`src/rtl/salm_pkg.sv`:
```
// Package for the stereo loopback monitor: widths, reset values, codes and types.
// Used by salm_div, the top level and the checker; depends on nothing.
package salm_pkg;

  localparam int DEFAULT_SAMPLE_BITS = 16;
  localparam int WINDOW_W  = 18;
  localparam int THRESH_W  = 16;
  localparam int COUNT_W   = 18;
  localparam int PCT_W     = 14;
  localparam int FREQ_W    = 17;
  localparam int NUM_W     = 32;
  localparam int CFG_IDX_W = 2;
  localparam int GATE_W    = COUNT_W + 5;

  localparam logic [WINDOW_W-1:0] WINDOW_RESET = 18'd48000;
  localparam logic [THRESH_W-1:0] THRESH_RESET = 16'd64;
  localparam logic [PCT_W-1:0]    PCT_SCALE    = 14'd10000;
  localparam logic [PCT_W-1:0]    PCT_MAX      = 14'd10000;
  localparam logic [FREQ_W-1:0]   FREQ_MAX     = 17'h1FFFF;
  // Loud share above 5 percent: loud * 20 > frames.
  localparam logic [4:0]          GATE_RATIO   = 5'd20;
  // Truncated percentage below this means the frequency gate is closed.
  localparam logic [PCT_W-1:0]    GATE_PCT     = 14'd500;

  // Configuration register indexes.
  localparam logic [CFG_IDX_W-1:0] REG_WINDOW_FRAMES  = 2'd0;
  localparam logic [CFG_IDX_W-1:0] REG_LOUD_THRESHOLD = 2'd1;

  typedef enum logic [3:0] {
    S_IDLE,
    S_SCAN,
    S_EVAL,
    S_SCALE,
    S_DIV_SIG_GO,
    S_DIV_SIG_WAIT,
    S_DIV_MIS_GO,
    S_DIV_MIS_WAIT,
    S_REPORT
  } state_t;

  // Status of the serial divider toward its user.
  typedef struct packed {
    logic busy;
    logic done;
  } div_stat_t;

endpackage

```
`src/rtl/stereo_audio_loopback_monitor_top.sv`:
```
// Stereo loopback monitor top level: bit-serial frame scan, window counters, report.
// Depends on salm_pkg and instantiates salm_div.
//
//   Channel | Handshake            | Payload
//   --------+----------------------+--------------------------------------------------
//   in      | in_valid / in_ready  | left_sample, right_sample
//   out     | out_valid / out_ready| signal_pct_x100, mismatch_pct_x100, freq_estimate
//   cfg     | cfg_valid / cfg_ready| cfg_index, cfg_data (cfg_ready is always high)
//
// A frame passes through the accepting idle state, a scan of one bit per cycle over
// max(SAMPLE_BITS + 1, 16) bits, and an evaluation state that updates the counters.
// The frame that closes a window adds two serial divisions and their control states.
// in_ready is high only in the idle state. A report waiting in the output register
// holds back the next report, and frames with it, until it is taken. Reset is
// synchronous and restores the defaults.
module stereo_audio_loopback_monitor_top #(
  parameter int SAMPLE_BITS = salm_pkg::DEFAULT_SAMPLE_BITS
) (
  input  logic                          clk,
  input  logic                          rst,
  input  logic                          in_valid,
  output logic                          in_ready,
  input  logic signed [SAMPLE_BITS-1:0] left_sample,
  input  logic signed [SAMPLE_BITS-1:0] right_sample,
  output logic                          out_valid,
  input  logic                          out_ready,
  output logic [salm_pkg::PCT_W-1:0]    signal_pct_x100,
  output logic [salm_pkg::PCT_W-1:0]    mismatch_pct_x100,
  output logic [salm_pkg::FREQ_W-1:0]   freq_estimate,
  input  logic                          cfg_valid,
  output logic                          cfg_ready,
  input  logic [salm_pkg::CFG_IDX_W-1:0] cfg_index,
  input  logic [salm_pkg::WINDOW_W-1:0]  cfg_data
);
  import salm_pkg::*;

  localparam int MAG_W  = SAMPLE_BITS + 1;
  localparam int SCAN_W = (MAG_W > THRESH_W) ? MAG_W : THRESH_W;
  localparam int BIT_W  = $clog2(SCAN_W);

  state_t state, state_next;

  // Configuration registers.
  logic [WINDOW_W-1:0] window_frames;
  logic [THRESH_W-1:0] loud_threshold;

  // Window counters and carried-over sample memory.
  logic [COUNT_W-1:0] frame_count;
  logic [COUNT_W-1:0] loud_count;
  logic [COUNT_W-1:0] mismatch_count;
  logic [FREQ_W-1:0]  crossing_count;
  logic               last_loud;
  logic               prev_nonpos;

  // Serial scan registers.
  logic [SCAN_W-1:0] sh_left;
  logic [SCAN_W-1:0] sh_right;
  logic [SCAN_W-1:0] sh_thr;
  logic [BIT_W-1:0]  bit_cnt;
  logic              l_neg, r_neg;
  logic              l_one, r_one;
  logic              ge_l, ge_r;
  logic              differ;
  logic              l_nz;

  // Window snapshot and report staging.
  logic [COUNT_W-1:0] snap_frames;
  logic [COUNT_W-1:0] snap_loud;
  logic [COUNT_W-1:0] snap_mis;
  logic [FREQ_W-1:0]  snap_cross;
  logic [NUM_W-1:0]   div_num;
  logic [PCT_W-1:0]   sig_pct;
  logic [PCT_W-1:0]   mis_pct;
  logic [FREQ_W-1:0]  freq;

  logic [PCT_W-1:0] div_quot;
  div_stat_t        div_stat;
  logic             div_start;

  // Per-bit scan logic.
  logic lb, rb, tb, mag_l, mag_r;
  // End-of-frame evaluation.
  logic               loud, left_pos, crossing;
  logic [COUNT_W-1:0] frame_inc, loud_inc, mis_inc, limit;
  logic [FREQ_W-1:0]  cross_inc;
  logic               close;
  logic [GATE_W-1:0]  gate_lhs;

  assign in_ready  = (state == S_IDLE);
  assign cfg_ready = 1'b1;
  assign div_start = (state == S_DIV_SIG_GO) || (state == S_DIV_MIS_GO);

  // Magnitudes are formed serially: copy bits through the first one, then invert.
  always_comb begin
    lb    = sh_left[0];
    rb    = sh_right[0];
    tb    = sh_thr[0];
    mag_l = l_neg ? (lb ^ l_one) : lb;
    mag_r = r_neg ? (rb ^ r_one) : rb;
  end

  // Frame classification and counter increments.
  always_comb begin
    loud      = ge_l || ge_r;
    left_pos  = !l_neg && l_nz;
    crossing  = last_loud && loud && prev_nonpos && left_pos;
    frame_inc = frame_count + 1'b1;
    loud_inc  = loud_count + COUNT_W'(loud);
    mis_inc   = mismatch_count + COUNT_W'(differ);
    cross_inc = (crossing && crossing_count != FREQ_MAX) ? crossing_count + 1'b1
                                                         : crossing_count;
    limit     = (window_frames == '0) ? COUNT_W'(1) : window_frames;
    close     = frame_inc >= limit;
    gate_lhs  = GATE_W'(snap_loud) * GATE_W'(GATE_RATIO);
  end

  // Next-state logic.
  always_comb begin
    state_next = state;
    unique case (state)
      S_IDLE:         if (in_valid) state_next = S_SCAN;
      S_SCAN:         if (bit_cnt == BIT_W'(SCAN_W - 1)) state_next = S_EVAL;
      S_EVAL:         state_next = close ? S_SCALE : S_IDLE;
      S_SCALE:        state_next = S_DIV_SIG_GO;
      S_DIV_SIG_GO:   state_next = S_DIV_SIG_WAIT;
      S_DIV_SIG_WAIT: if (div_stat.done) state_next = S_DIV_MIS_GO;
      S_DIV_MIS_GO:   state_next = S_DIV_MIS_WAIT;
      S_DIV_MIS_WAIT: if (div_stat.done) state_next = S_REPORT;
      S_REPORT:       if (!out_valid || out_ready) state_next = S_IDLE;
      default:        state_next = S_IDLE;
    endcase
  end

  always_ff @(posedge clk) begin
    if (rst) begin
      state <= S_IDLE;
    end else begin
      state <= state_next;
    end
  end

  // Configuration writes.
  always_ff @(posedge clk) begin
    if (rst) begin
      window_frames  <= WINDOW_RESET;
      loud_threshold <= THRESH_RESET;
    end else if (cfg_valid && cfg_ready) begin
      unique case (cfg_index)
        REG_WINDOW_FRAMES:  window_frames  <= cfg_data;
        REG_LOUD_THRESHOLD: loud_threshold <= cfg_data[THRESH_W-1:0];
        default:            ;
      endcase
    end
  end

  // Serial scan: load on acceptance, then one bit per cycle.
  always_ff @(posedge clk) begin
    if (state == S_IDLE && in_valid) begin
      sh_left  <= SCAN_W'(left_sample);
      sh_right <= SCAN_W'(right_sample);
      sh_thr   <= SCAN_W'(loud_threshold);
      l_neg    <= left_sample[SAMPLE_BITS-1];
      r_neg    <= right_sample[SAMPLE_BITS-1];
      l_one    <= 1'b0;
      r_one    <= 1'b0;
      ge_l     <= 1'b1;
      ge_r     <= 1'b1;
      differ   <= 1'b0;
      l_nz     <= 1'b0;
      bit_cnt  <= '0;
    end else if (state == S_SCAN) begin
      sh_left  <= sh_left >> 1;
      sh_right <= sh_right >> 1;
      sh_thr   <= sh_thr >> 1;
      l_one    <= l_one || lb;
      r_one    <= r_one || rb;
      if (mag_l != tb) ge_l <= mag_l;
      if (mag_r != tb) ge_r <= mag_r;
      differ   <= differ || (lb ^ rb);
      l_nz     <= l_nz || lb;
      bit_cnt  <= bit_cnt + 1'b1;
    end
  end

  // Window counters; the closing frame moves them into the snapshot.
  always_ff @(posedge clk) begin
    if (rst) begin
      frame_count    <= '0;
      loud_count     <= '0;
      mismatch_count <= '0;
      crossing_count <= '0;
      last_loud      <= 1'b0;
      prev_nonpos    <= 1'b1;
    end else if (state == S_EVAL) begin
      last_loud   <= loud;
      prev_nonpos <= l_neg || !l_nz;
      if (close) begin
        frame_count    <= '0;
        loud_count     <= '0;
        mismatch_count <= '0;
        crossing_count <= '0;
      end else begin
        frame_count    <= frame_inc;
        loud_count     <= loud_inc;
        mismatch_count <= mis_inc;
        crossing_count <= cross_inc;
      end
    end
  end

  always_ff @(posedge clk) begin
    if (state == S_EVAL && close) begin
      snap_frames <= frame_inc;
      snap_loud   <= loud_inc;
      snap_mis    <= mis_inc;
      snap_cross  <= cross_inc;
    end
  end

  // Report staging: scale numerators, gate the frequency, collect quotients.
  always_ff @(posedge clk) begin
    unique case (state)
      S_SCALE: begin
        div_num <= NUM_W'(snap_loud) * NUM_W'(PCT_SCALE);
        freq    <= (gate_lhs > GATE_W'(snap_frames)) ? snap_cross : '0;
      end
      S_DIV_SIG_WAIT: begin
        if (div_stat.done) begin
          sig_pct <= div_quot;
          div_num <= NUM_W'(snap_mis) * NUM_W'(PCT_SCALE);
        end
      end
      S_DIV_MIS_WAIT: begin
        if (div_stat.done) mis_pct <= div_quot;
      end
      default: ;
    endcase
  end

  // Output register.
  always_ff @(posedge clk) begin
    if (rst) begin
      out_valid <= 1'b0;
    end else if (state == S_REPORT && (!out_valid || out_ready)) begin
      out_valid <= 1'b1;
    end else if (out_ready) begin
      out_valid <= 1'b0;
    end
  end

  always_ff @(posedge clk) begin
    if (state == S_REPORT && (!out_valid || out_ready)) begin
      signal_pct_x100   <= sig_pct;
      mismatch_pct_x100 <= mis_pct;
      freq_estimate     <= freq;
    end
  end

  salm_div u_div (
    .clk   (clk),
    .rst   (rst),
    .start (div_start),
    .num   (div_num),
    .den   (snap_frames),
    .quot  (div_quot),
    .stat  (div_stat)
  );

endmodule

```
`src/rtl/salm_div.sv`:
```
// Bit-serial restoring divider, one quotient bit per cycle.
// Depends on salm_pkg for widths and the status struct.
module salm_div (
  input  logic                       clk,
  input  logic                       rst,
  input  logic                       start,
  input  logic [salm_pkg::NUM_W-1:0]   num,
  input  logic [salm_pkg::COUNT_W-1:0] den,
  output logic [salm_pkg::PCT_W-1:0]   quot,
  output salm_pkg::div_stat_t          stat
);
  import salm_pkg::*;

  localparam int STEP_W = $clog2(NUM_W);

  logic              busy;
  logic              done;
  logic [STEP_W-1:0] step;
  logic [NUM_W-1:0]  num_sh;
  logic [COUNT_W-1:0] den_reg;
  logic [COUNT_W-1:0] rem;
  logic [PCT_W-1:0]  q;

  logic [COUNT_W:0]   trial;
  logic               fits;
  logic [COUNT_W-1:0] rem_next;

  // One restoring step: bring down the next numerator bit and try a subtract.
  always_comb begin
    trial    = {rem, num_sh[NUM_W-1]};
    fits     = trial >= {1'b0, den_reg};
    rem_next = fits ? COUNT_W'(trial - {1'b0, den_reg}) : trial[COUNT_W-1:0];
  end

  // Control: busy while stepping through all NUM_W numerator bits after start, then a one-cycle done pulse.
  always_ff @(posedge clk) begin
    if (rst) begin
      busy <= 1'b0;
      done <= 1'b0;
      step <= '0;
    end else begin
      done <= 1'b0;
      if (!busy && start) begin
        busy <= 1'b1;
        step <= '0;
      end else if (busy) begin
        step <= step + 1'b1;
        if (step == STEP_W'(NUM_W - 1)) begin
          busy <= 1'b0;
          done <= 1'b1;
        end
      end
    end
  end

  // Datapath. The quotient fits in PCT_W bits, so high bits shift out as zeros.
  always_ff @(posedge clk) begin
    if (!busy && start) begin
      num_sh  <= num;
      den_reg <= den;
      rem     <= '0;
      q       <= '0;
    end else if (busy) begin
      num_sh <= {num_sh[NUM_W-2:0], 1'b0};
      rem    <= rem_next;
      q      <= {q[PCT_W-2:0], fits};
    end
  end

  assign quot      = q;
  assign stat.busy = busy;
  assign stat.done = done;

endmodule

```
`config.mk`:
```
export PLATFORM = sky130hd
export DESIGN_NAME = stereo_audio_loopback_monitor_top
export DESIGN_NICKNAME = d
export VERILOG_FILES = /design/src/rtl/salm_pkg.sv /design/src/rtl/stereo_audio_loopback_monitor_top.sv /design/src/rtl/salm_div.sv
export SDC_FILE = /design/constraint.sdc
export NUM_CORES = 1
export LEC_CHECK = 0
export BUFFER_PORTS_ARGS = -buffer_cell sky130_fd_sc_hd__buf_2
export CORE_MARGIN = 2
export CORE_UTILIZATION = 45
export CTS_BUF_LIST = sky130_fd_sc_hd__clkbuf_16
export DETAILED_ROUTE_END_ITERATION = 16
export SLEW_MARGIN = 25
export SYNTH_ARGS = -nofsm -noshare
export SYNTH_HDL_FRONTEND = slang
export SYNTH_SLANG_ARGS = --single-unit
```
`constraint.sdc`:
```
create_clock -name clk -period 17.13 [get_ports clk]
set_input_delay 2.5695 -clock clk [delete_from_list [all_inputs] [get_ports clk]]
set_output_delay 2.5695 -clock clk [all_outputs]
set_load 0.01 [all_outputs]
```
==> results of run 1 <==
-- power by group --
group,switching (mW),leakage [nW],internal (mW)
logic,0.135,7.80,0.0722
clock network,0.460,0.835,0.614
registers,0.0285,3.89,1.22
total,0.623,12.5,1.91
-- cells in the mapped netlist, types with 37 or more instances --
| cell type | number |
|---|---|
| xnor2_1 | 78 |
| a21oi_1 | 150 |
| ha_1 | 249 |
| clkbuf_1 | 63 |
| edfxtp_1 | 287 |
| a21o_1 | 37 |
| a211oi_1 | 41 |
| xor2_1 | 46 |
| fa_1 | 84 |
| nor2_1 | 93 |
| nand3_1 | 84 |
| and3_1 | 38 |
| nand2_1 | 313 |
| inv_1 | 320 |
| dfxtp_1 | 162 |
| o21ai_0 | 74 |
-- worst max-delay path by stage --
stage                                      from                 endpoint  slack, ps  depth (start not counted)
floorplan           frame_count[0]$_SDFFE_PP0N_  snap_cross[0]$_DFFE_PP_      10130                         17
global placement         snap_loud[1]$_DFFE_PP_    freq[5]$_SDFFCE_PP0P_      11760                         18
detailed placement       snap_loud[6]$_DFFE_PP_    div_num[30]$_DFFE_PP_      11680                         20
CTS                      snap_loud[6]$_DFFE_PP_    div_num[30]$_DFFE_PP_      11650                         20
global route             snap_loud[5]$_DFFE_PP_    div_num[30]$_DFFE_PP_      11330                         20
finish                   snap_loud[6]$_DFFE_PP_    div_num[30]$_DFFE_PP_      11650                         20
-- layout by cell type, fill, tap and decap left out, types with 9 or more instances in the layout --
cell	Yosys	final
a21o_1	37	37
nand3_1	84	84
a221o_1	9	9
o21bai_1	11	11
a21oi_1	150	150
ha_1	249	249
fa_1	84	84
nor4_1	15	15
xnor2_1	78	78
clkinv_2	0	15
inv_1	320	327
nand2b_1	10	10
and2_1	14	14
and3_1	38	38
nor3_1	30	29
buf_4	4	27
nor2b_1	13	12
nand2_1	313	311
dfxtp_1	162	162
a21boi_2	10	10
mux2_2	29	29
o21ai_0	74	74
o211ai_1	16	16
edfxtp_1	287	287
clkbuf_16	0	50
buf_2	10	102
a211oi_1	41	41
o21a_1	19	19
nand3b_1	25	25
a31oi_1	16	16
xor2_1	46	46
a22o_1	17	17
nor2_1	93	89
nand4_1	24	24
-- critical path, stage by stage (launching register included) --
cell and delay [ps]:
edfxtp_1 500, inv_1 180, fa_1 530, inv_1 50, ha_1 270, inv_1 60
fa_1 540, inv_1 40, ha_1 260, inv_1 50, fa_1 490, inv_1 40
ha_1 250, a2111oi_4 320, o21ai_1 170, a31oi_1 370, a21oi_1 210, o221a_2 310
o2111ai_1 260, nand3_1 110, a31o_1 220
-- cell families after synthesis --
logic type / after synthesis / synth area share (%)
and+or+nand+nor: 696 / 12.56
AOI/OAI and AO/OA: 495 / 12.57
DFF: 449 / 44.95
buffers and inverters: 411 / 6.008
adders and majority gates: 333 / 18.18
xor gates and xnor gates: 124 / 4.116
muxes: 38 / 1.598
other: 1 / 0.01421
-- stage by stage --
step           cells  util [%]
2_1_floorplan   2547         -
3_3_place_gp    3350     47.97
3_5_place_dp    3351     47.98
4_1_cts         3445     50.83
5_1_grt         3445     50.83
6_report        3445     50.83
-- area by class of cell --
type	count	area (µm²)	area share (%)
inverter	321	1206	4.105
tap	765	957.2	3.258
sequential	449	11860	40.37
clock buffer	50	1251	4.258
multi-input combinational	1687	13000	44.25
timing repair buffer	129	713.2	2.427
clock inverter	44	392.9	1.337
-- per-layer routing --
layer / vias up / global-route usage [%] / share of wire (%)
li1: 9140 / - / -
met1: 8895 / 27.67 / 48
met2: 420 / 31.96 / 46
met3: 80 / 2.440 / 4.2
met4: 0 / 5.615 / 1.9
met5: - / 0 / 0
==> results.yml, run 1 <==
placement:
  place_congestion: 0.8573
  hpwl_um: 42620
  dp_worst_setup_slack_ps: 11680
  place_area_um2: 27740
  portBuffers: 103
timing:
  skew_ps: 23.67
  rsz0062_at_grt: "false"
  hold_violations: 0
  fin_crit_ps: 5475
  final.period_utilization_pct: 31.96
  max_clock_freq_mhz: 182.6
  slew_viol_final: 0
  slew_headroom_pct: 33.51
  timing.final.ws_setup_ps: 11650
  setup_viol: 0
  fin_tns_setup_ps: 0
  worst_pin_slew_ps: 997.3
  hold_slack_ps: 410.7
clocking:
  clockBufferDepth: 3
  cts_setup_buffers: 0
  cts.repair.resized: 0
  clk_latency_ps: 610
  clk_pin_slew_ps: 60
  hold_buffers: 0
  clkSinkCount: 449
  htree_levels: 2
  numCtsBuffers: 50
  cts_tree: "built"
  clock-root-buffer: "clkbuf_16"
drt:
  wire_per_inst_um: 17.07
  drc: 0
  ant_nets: 0
  num_vias: 18540
  drt_iter0_markers: 1100
  dr.pass1.iters: 7
  routed_wl_um: 58810
  viasPerCell: 5.380
layout:
  drive_gt1_share_pct: 10.71
  area_growth_pct: 11.36
  nFillCells: 5240
  fin_area_um2: 29380
  top_regs: "div_num x28, u_div.num_sh x28"
  n_antenna_cell: 0
  nets: 3028
critical_path:
  critPathMaxFanout: 5
  r2r_slack_ps: 11650
  arrival_ps: 5830
  r2r_end: "div_num[30]$_DFFE_PP_"
  critPathRequiredTime_ps: 17490
  end_kind: "flip-flop"
  crit_type: "flip-flop to flip-flop"
  regToRegStartpoint: "snap_loud[6]$_DFFE_PP_"
  rr_worst_depth: 20
  start_kind: "flip-flop"
synth:
  yosys_warnings: 0
  syn_inst: 2547
  yosysTopAreaCellShare_pct: 32.66
  yosys.area.top_type: "edfxtp_1"
  netlist_top_cells_area: "edfxtp_1, dfxtp_1, ha_1"
  synth_nets: 2937
  ys.flop_type: "edfxtp_1"
  synth.avg_cell_area_um2: 10.36
  ys_types: 88
  synth_area_um2: 26390
  ys_seq_elements: 449
  synth_seq_area_share_pct: 44.95
  synth_edf_count: 287
  ys_async_sr_fraction_pct: 0
die:
  num_rows: 88
  die_area_um2: 60590
  initial_core_util_pct: 45.65
  ioPinCount: 105
  coreArea_um2: 57810
  dieHeight_um: 246.2
  die_x_um: 246.2
global_routing:
  grt_usage_pct: 19.71
  grt_pass1_wl_um: 96620
  grt_max_degree: 72
  grt_pass1_vias: 18650
  antenna_found_initial: 0
  gr-total-overflow: 0
min_path:
  hold_path.class: "flip-flop to flip-flop"
  worstHoldPathCells: 0
  whs_endpoint: "freq_estimate[12]$_DFFE_PP_"
  hold_path.startpoint: "freq[12]$_SDFFCE_PP0P_"
power:
  power_density_nw_per_um2: 86.07
  total_power_mw: 2.529
  ir_drop_uv: 82.25
  leakage_nw: 12.53
flow_run:
  drv_cap: 0
outcome:
  outcome: "finished, final reports clean"
Note: power is estimated with default switching activity, not from simulation.
==> run 2, diff against run 1 <==
- clock period: 17.13 -> 4.5 ns (I/O delays scaled with it)
==> results.yml, run 2 (synthesis gave the netlist of run 1 again) <==
layout:
  nFillCells: 4946
  drive_gt1_share_pct: 21.03
  fin_area_um2: 31770
  final_cells: 3637
  nets: 3222
  final_common_cell: "nand2_1"
  multiInputGateArea_um2: 13780
  regArea_um2: 11860
  area_growth_pct: 20.39
  n_antenna_cell: 0
  mostFrequentLayoutCells: "nand2_1, inv_1, edfxtp_1"
  top_regs: "div_num x28, u_div.num_sh x28"
critical_path:
  crit_type: "flip-flop to flip-flop"
  r2r_slack_ps: -400
  crit_family: "adder cells"
  endpoint: "div_num[30]$_DFFE_PP_"
  max_stage_delay_ps: 520
  r2r_end: "div_num[30]$_DFFE_PP_"
  regToRegStartpoint: "snap_mis[5]$_DFFE_PP_"
  end_kind: "flip-flop"
  crit_top_cell: "inv_2"
  critPathLaunch: "snap_mis[5]$_DFFE_PP_"
  rr_worst_depth: 21
  arrival_ps: 5230
  worstPathCellList: "inv_2 -> buf_6 -> fa_1 -> inv_1 -> ha_1 -> inv_2 -> fa_1 -> inv_1 -> ha_1 -> inv_2 -> fa_1 -> inv_2 -> ha_4 -> or4_4 -> o2111ai_4 -> o2111ai_4 -> a41o_1 -> a221o_1 -> nand3_2 -> a21oi_2 -> a31o_1"
  slowest_stage: "fa_1"
  path_buf_inv: 7
  critPathRequiredTime_ps: 4830
  start_kind: "flip-flop"
  critPathMaxFanout: 3
  cp.depth: 21
drt:
  ant_nets: 0
  met1Wirelength_um: 28520
  drt_iter0_markers: 1043
  wl_met3_um: 2573
  routed_wl_um: 61490
  viasPerCell: 5.304
  route.met2.wl_um: 28670
  drc: 0
  dr.pass1.iters: 5
  num_vias: 19290
  maxUsedRoutingLayer: "met4"
  wire_per_inst_um: 16.91
placement:
  place_area_um2: 29090
  hpwl_um: 44400
  dp_worst_setup_slack_ps: -519.1
  dp.cells: 3503
  portBuffers: 103
  place_congestion: 0.8646
timing:
  hold_violations: 0
  skew_ps: 31.96
  max_clock_freq_mhz: 204.0
  rsz0062_at_grt: "true"
  fin_crit_ps: 4901
  setup_viol: 29
  final.period_utilization_pct: 108.9
  slew_viol_final: 0
  worst_pin_slew_ps: 1000
  timing.final.ws_setup_ps: -401.4
  slew_headroom_pct: 33.34
die:
  initial_core_util_pct: 45.65
  dieHeight_um: 246.2
  coreArea_um2: 57810
  num_rows: 88
  ioPinCount: 105
  die_area_um2: 60590
  die_x_um: 246.2
outcome:
  outcome: "finished with violations"
  violations: "setup timing"
power:
  ir_drop_uv: 333.7
  power.switching_mw: 2.311
  switching_share_pct: 24.01
  p_int_mw: 7.317
  pwr-share-comb_pct: 8.2
  p_seq_share_pct: 49.4
  power_density_nw_per_um2: 303.1
  leakage_nw: 13.62
  p_clk_share_pct: 42.4
clocking:
  cts_tree: "built"
  clkSinkCount: 449
  numCtsBuffers: 48
  clk_pin_slew_ps: 60
  clock-root-buffer: "clkbuf_16"
  clockBufferDepth: 3
  hold_buffers: 0
  clk_latency_ps: 600
  htree_levels: 2
global_routing:
  grt_pass1_wl_um: 99020
  grt_usage_pct: 20.24
  grt_max_degree: 72
  antenna_found_initial: 0
  grt_pass1_vias: 19400
  gr-total-overflow: 0
flow_run:
  drv_cap: 0
min_path:
  hold_path.class: "input port to flip-flop"
-- run 2: repair_timing --
item,4_1_cts,5_1_grt
setup buffers,24,19
setup endpoints to repair,30,45
resized for setup,54,88
pin swaps,54,61
cloned,2,0
endpoints found under the hold margin,0,0
-- run 2: worst min path at each step --
stage / to / startpoint / cells after the start
floorplan: freq_estimate[0]$_DFFE_PP_ / freq[0]$_SDFFCE_PP0P_ / 0
global placement: signal_pct_x100[5]$_DFFE_PP_ / sig_pct[5]$_DFFE_PP_ / 0
detailed placement: freq_estimate[10]$_DFFE_PP_ / freq[10]$_SDFFCE_PP0P_ / 0
CTS: r_neg$_DFFE_PP_ / right_sample[15] / 1
global route: r_neg$_DFFE_PP_ / right_sample[15] / 1
finish: r_neg$_DFFE_PP_ / right_sample[15] / 1
-- run 2: final cells by class --
cell class	count	area share, %
multi-input combinational	1687	43.39
sequential	449	37.35
timing repair buffer	325	7.279
clock buffer	49	3.860
inverter	321	3.793
tap	765	3.013
clock inverter	41	1.316
-- run 2: routing by layer --
layer | GRT usage (%) | up-vias
met5 | 0 | -
met4 | 6.310 | 0
met3 | 2.930 | 100
met2 | 33.27 | 387
met1 | 27.57 | 9282
li1 | - | 9520
-- run 2: power by group through the flow --
| stage | sequential [mW] | clock (mW) | combinational (mW) |
|---|---|---|---|
| after floorplan | 4.80 | 0 | 0.574 |
| after global placement | 4.83 | 0 | 0.770 |
| after detailed placement | 4.84 | 0 | 0.797 |
| after CTS | 4.75 | 4.19 | 0.801 |
| after global routing | 4.78 | 4.33 | 0.902 |
| final | 4.75 | 4.08 | 0.791 |
-- run 2: stage by stage --
| stage | TNS, ps | hold WS, ps | total power [mW] | util (%) |
|---|---|---|---|---|
| final | -5470 | 281.3 | 9.628 | 54.95 |
| after global routing | -10890 | 257.0 | 10.01 | 54.95 |
| after CTS | -5837 | 240.6 | 9.743 | 53.98 |
| after detailed placement | -8924 | 404.5 | 5.637 | 50.32 |
| after global placement | -5403 | 402.8 | 5.602 | 50.29 |
| after floorplan | -1224 | 400.3 | 5.375 | - |
==> run 3, diff against run 2 <==
- SYNTH_HIERARCHICAL: not set -> 1
==> results.yml, run 3 <==
placement:
  portBuffers: 103
  place_congestion: 0.8445
  hpwl_um: 41760
  dp_worst_setup_slack_ps: -420.0
power:
  switching_share_pct: 24.21
  p_seq_share_pct: 50.1
  pwr-share-comb_pct: 8.2
  power.switching_mw: 2.336
  p_clk_share_pct: 41.6
  leakage_nw: 13.34
  power_density_nw_per_um2: 312.5
  p_int_mw: 7.314
  ir_drop_uv: 293.2
layout:
  mostFrequentLayoutCells: "nand2_1, inv_1, edfxtp_1"
  area_growth_pct: 18.98
  top_regs: "u_div/num_sh x32, div_num x28"
  regArea_um2: 11980
  nets: 3100
  nFillCells: 4949
  drive_gt1_share_pct: 19.45
  multiInputGateArea_um2: 13120
  regMostFlops: "u_div/num_sh"
  final_common_cell: "nand2_1"
  largest_register_ffs: 32
clocking:
  clock-root-buffer: "clkbuf_16"
  clk_pin_slew_ps: 60
  clockBufferDepth: 3
  numCtsBuffers: 49
  htree_levels: 2
  cts_tree: "built"
  clkSinkCount: 453
  clk_latency_ps: 600
  hold_buffers: 0
drt:
  num_vias: 18010
  wire_per_inst_um: 16.01
  drt_iter0_markers: 857
  viasPerCell: 5.119
  ant_nets: 0
  dr.pass1.iters: 7
  drc: 0
  routed_wl_um: 56320
timing:
  worst_pin_slew_ps: 917.9
  slew_viol_final: 0
  setup_viol: 12
  rsz0062_at_grt: "true"
  skew_ps: 20.58
  final.period_utilization_pct: 104.6
  fin_crit_ps: 4709
  hold_slack_ps: 270.8
  max_clock_freq_mhz: 212.4
  hold_violations: 0
  slew_headroom_pct: 38.47
  timing.final.ws_setup_ps: -209.1
synth:
  syn_inst: 2444
  synth_area_um2: 25950
  yosys_warnings: 6
  synth.avg_cell_area_um2: 10.62
outcome:
  outcome: "finished with violations"
  violations: "setup timing"
critical_path:
  r2r_slack_ps: -210
  end_kind: "flip-flop"
  critPathMaxFanout: 5
  critPathRequiredTime_ps: 4830
  start_kind: "flip-flop"
  arrival_ps: 5040
  crit_type: "flip-flop to flip-flop"
  rr_worst_depth: 21
  regToRegStartpoint: "snap_mis[4]$_DFFE_PP_"
  r2r_end: "div_num[31]$_DFFE_PP_"
die:
  die_area_um2: 59600
  coreArea_um2: 57370
  ioPinCount: 105
  num_rows: 88
  initial_core_util_pct: 45.23
  die_x_um: 244.1
  dieHeight_um: 244.1
global_routing:
  antenna_found_initial: 2
  grt_pass1_wl_um: 93000
  grt_usage_pct: 19.00
  gr-total-overflow: 0
  grt_max_degree: 66
  grt_pass1_vias: 18250
min_path:
  whs_endpoint: "r_neg$_DFFE_PP_"
  hold_path.class: "input port to flip-flop"
  worstHoldPathCells: 1
  hold_path.startpoint: "right_sample[15]"
flow_run:
  drv_cap: 0
[run 3: cell count changes in the layout (fill, tap and decap cells not counted), moves of 22 or more]
cell and change:
a21oi_1 -29, a22o_1 +44, buf_4 -35, nand2b_1 +22, a211oi_1 -27
[run 3: power by group through the flow]
stage          clock network, mW  registers (mW)  logic [mW]
6_report                    4.02            4.84       0.794
4_1_cts                     4.13            4.84       0.798
2_1_floorplan                  0            4.89       0.575
3_3_place_gp                   0            4.92       0.766
5_1_grt                     4.29            4.86       0.909
3_5_place_dp                   0            4.92       0.797
[run 3: metal layers]
layer | share of wire (%) | GRT usage, % | up-vias
li1 | - | - | 9008
met1 | 46 | 25.14 | 8585
met2 | 48 | 32.59 | 330
met3 | 4.3 | 3.139 | 82
met4 | 2.1 | 4.484 | 0
met5 | 0 | 0 | -
[run 3: metrics by stage]
stage	util (%)	area (µm²)	cells	power (mW)	TNS [ps]
5_1_grt	53.82	30870	3516	10.07	-6590
4_1_cts	53.11	30470	3507	9.768	-1074
6_report	53.82	30870	3517	9.649	-1403
3_5_place_dp	49.69	28500	3395	5.721	-4998
2_1_floorplan	-	26070	2447	5.462	-234.9
3_3_place_gp	49.68	28500	3395	5.685	-2981
[run 3: layout make-up]
cell class / count / area share (%)
clock buffers: 49 / 3.971
repair buffers: 288 / 6.569
diodes: 1 / 0.008105
inverters: 312 / 3.793
flip-flops and latches: 453 / 38.81
multi-input cells: 1606 / 42.49
well taps: 765 / 3.100
clock inverters: 43 / 1.260
[run 3: timing repair]
item / CTS / global route
buffers inserted: 18 / 8
pin swaps: 37 / 17
gates resized for setup: 43 / 59
setup endpoints to repair: 30 / 31
endpoints found under the hold margin: 0 / 0
gates cloned: 2 / 0
[run 3: worst max-delay path, stage by stage (launching register included)]
cell	delay [ps]
edfxtp_1	370
inv_2	70
fa_1	550
inv_2	50
ha_4	250
inv_2	30
fa_1	500
inv_1	40
ha_1	260
inv_1	40
fa_1	480
inv_2	50
ha_4	150
buf_4	150
o211ai_1	310
a21oi_2	130
o21ai_4	90
a22oi_2	90
a221o_1	360
a211oi_2	230
xor2_1	170
mux2i_1	90
[run 3: worst max-delay path by stage]
stage,start,end,slack (ps)
2_1_floorplan,snap_mis[6]$_DFFE_PP_,div_num[31]$_DFFE_PP_,-130
3_3_place_gp,snap_loud[5]$_DFFE_PP_,div_num[20]$_DFFE_PP_,-400
3_5_place_dp,snap_loud[5]$_DFFE_PP_,div_num[20]$_DFFE_PP_,-420
4_1_cts,snap_mis[4]$_DFFE_PP_,div_num[31]$_DFFE_PP_,-180
5_1_grt,snap_mis[4]$_DFFE_PP_,div_num[31]$_DFFE_PP_,-490
6_report,snap_mis[4]$_DFFE_PP_,div_num[31]$_DFFE_PP_,-210
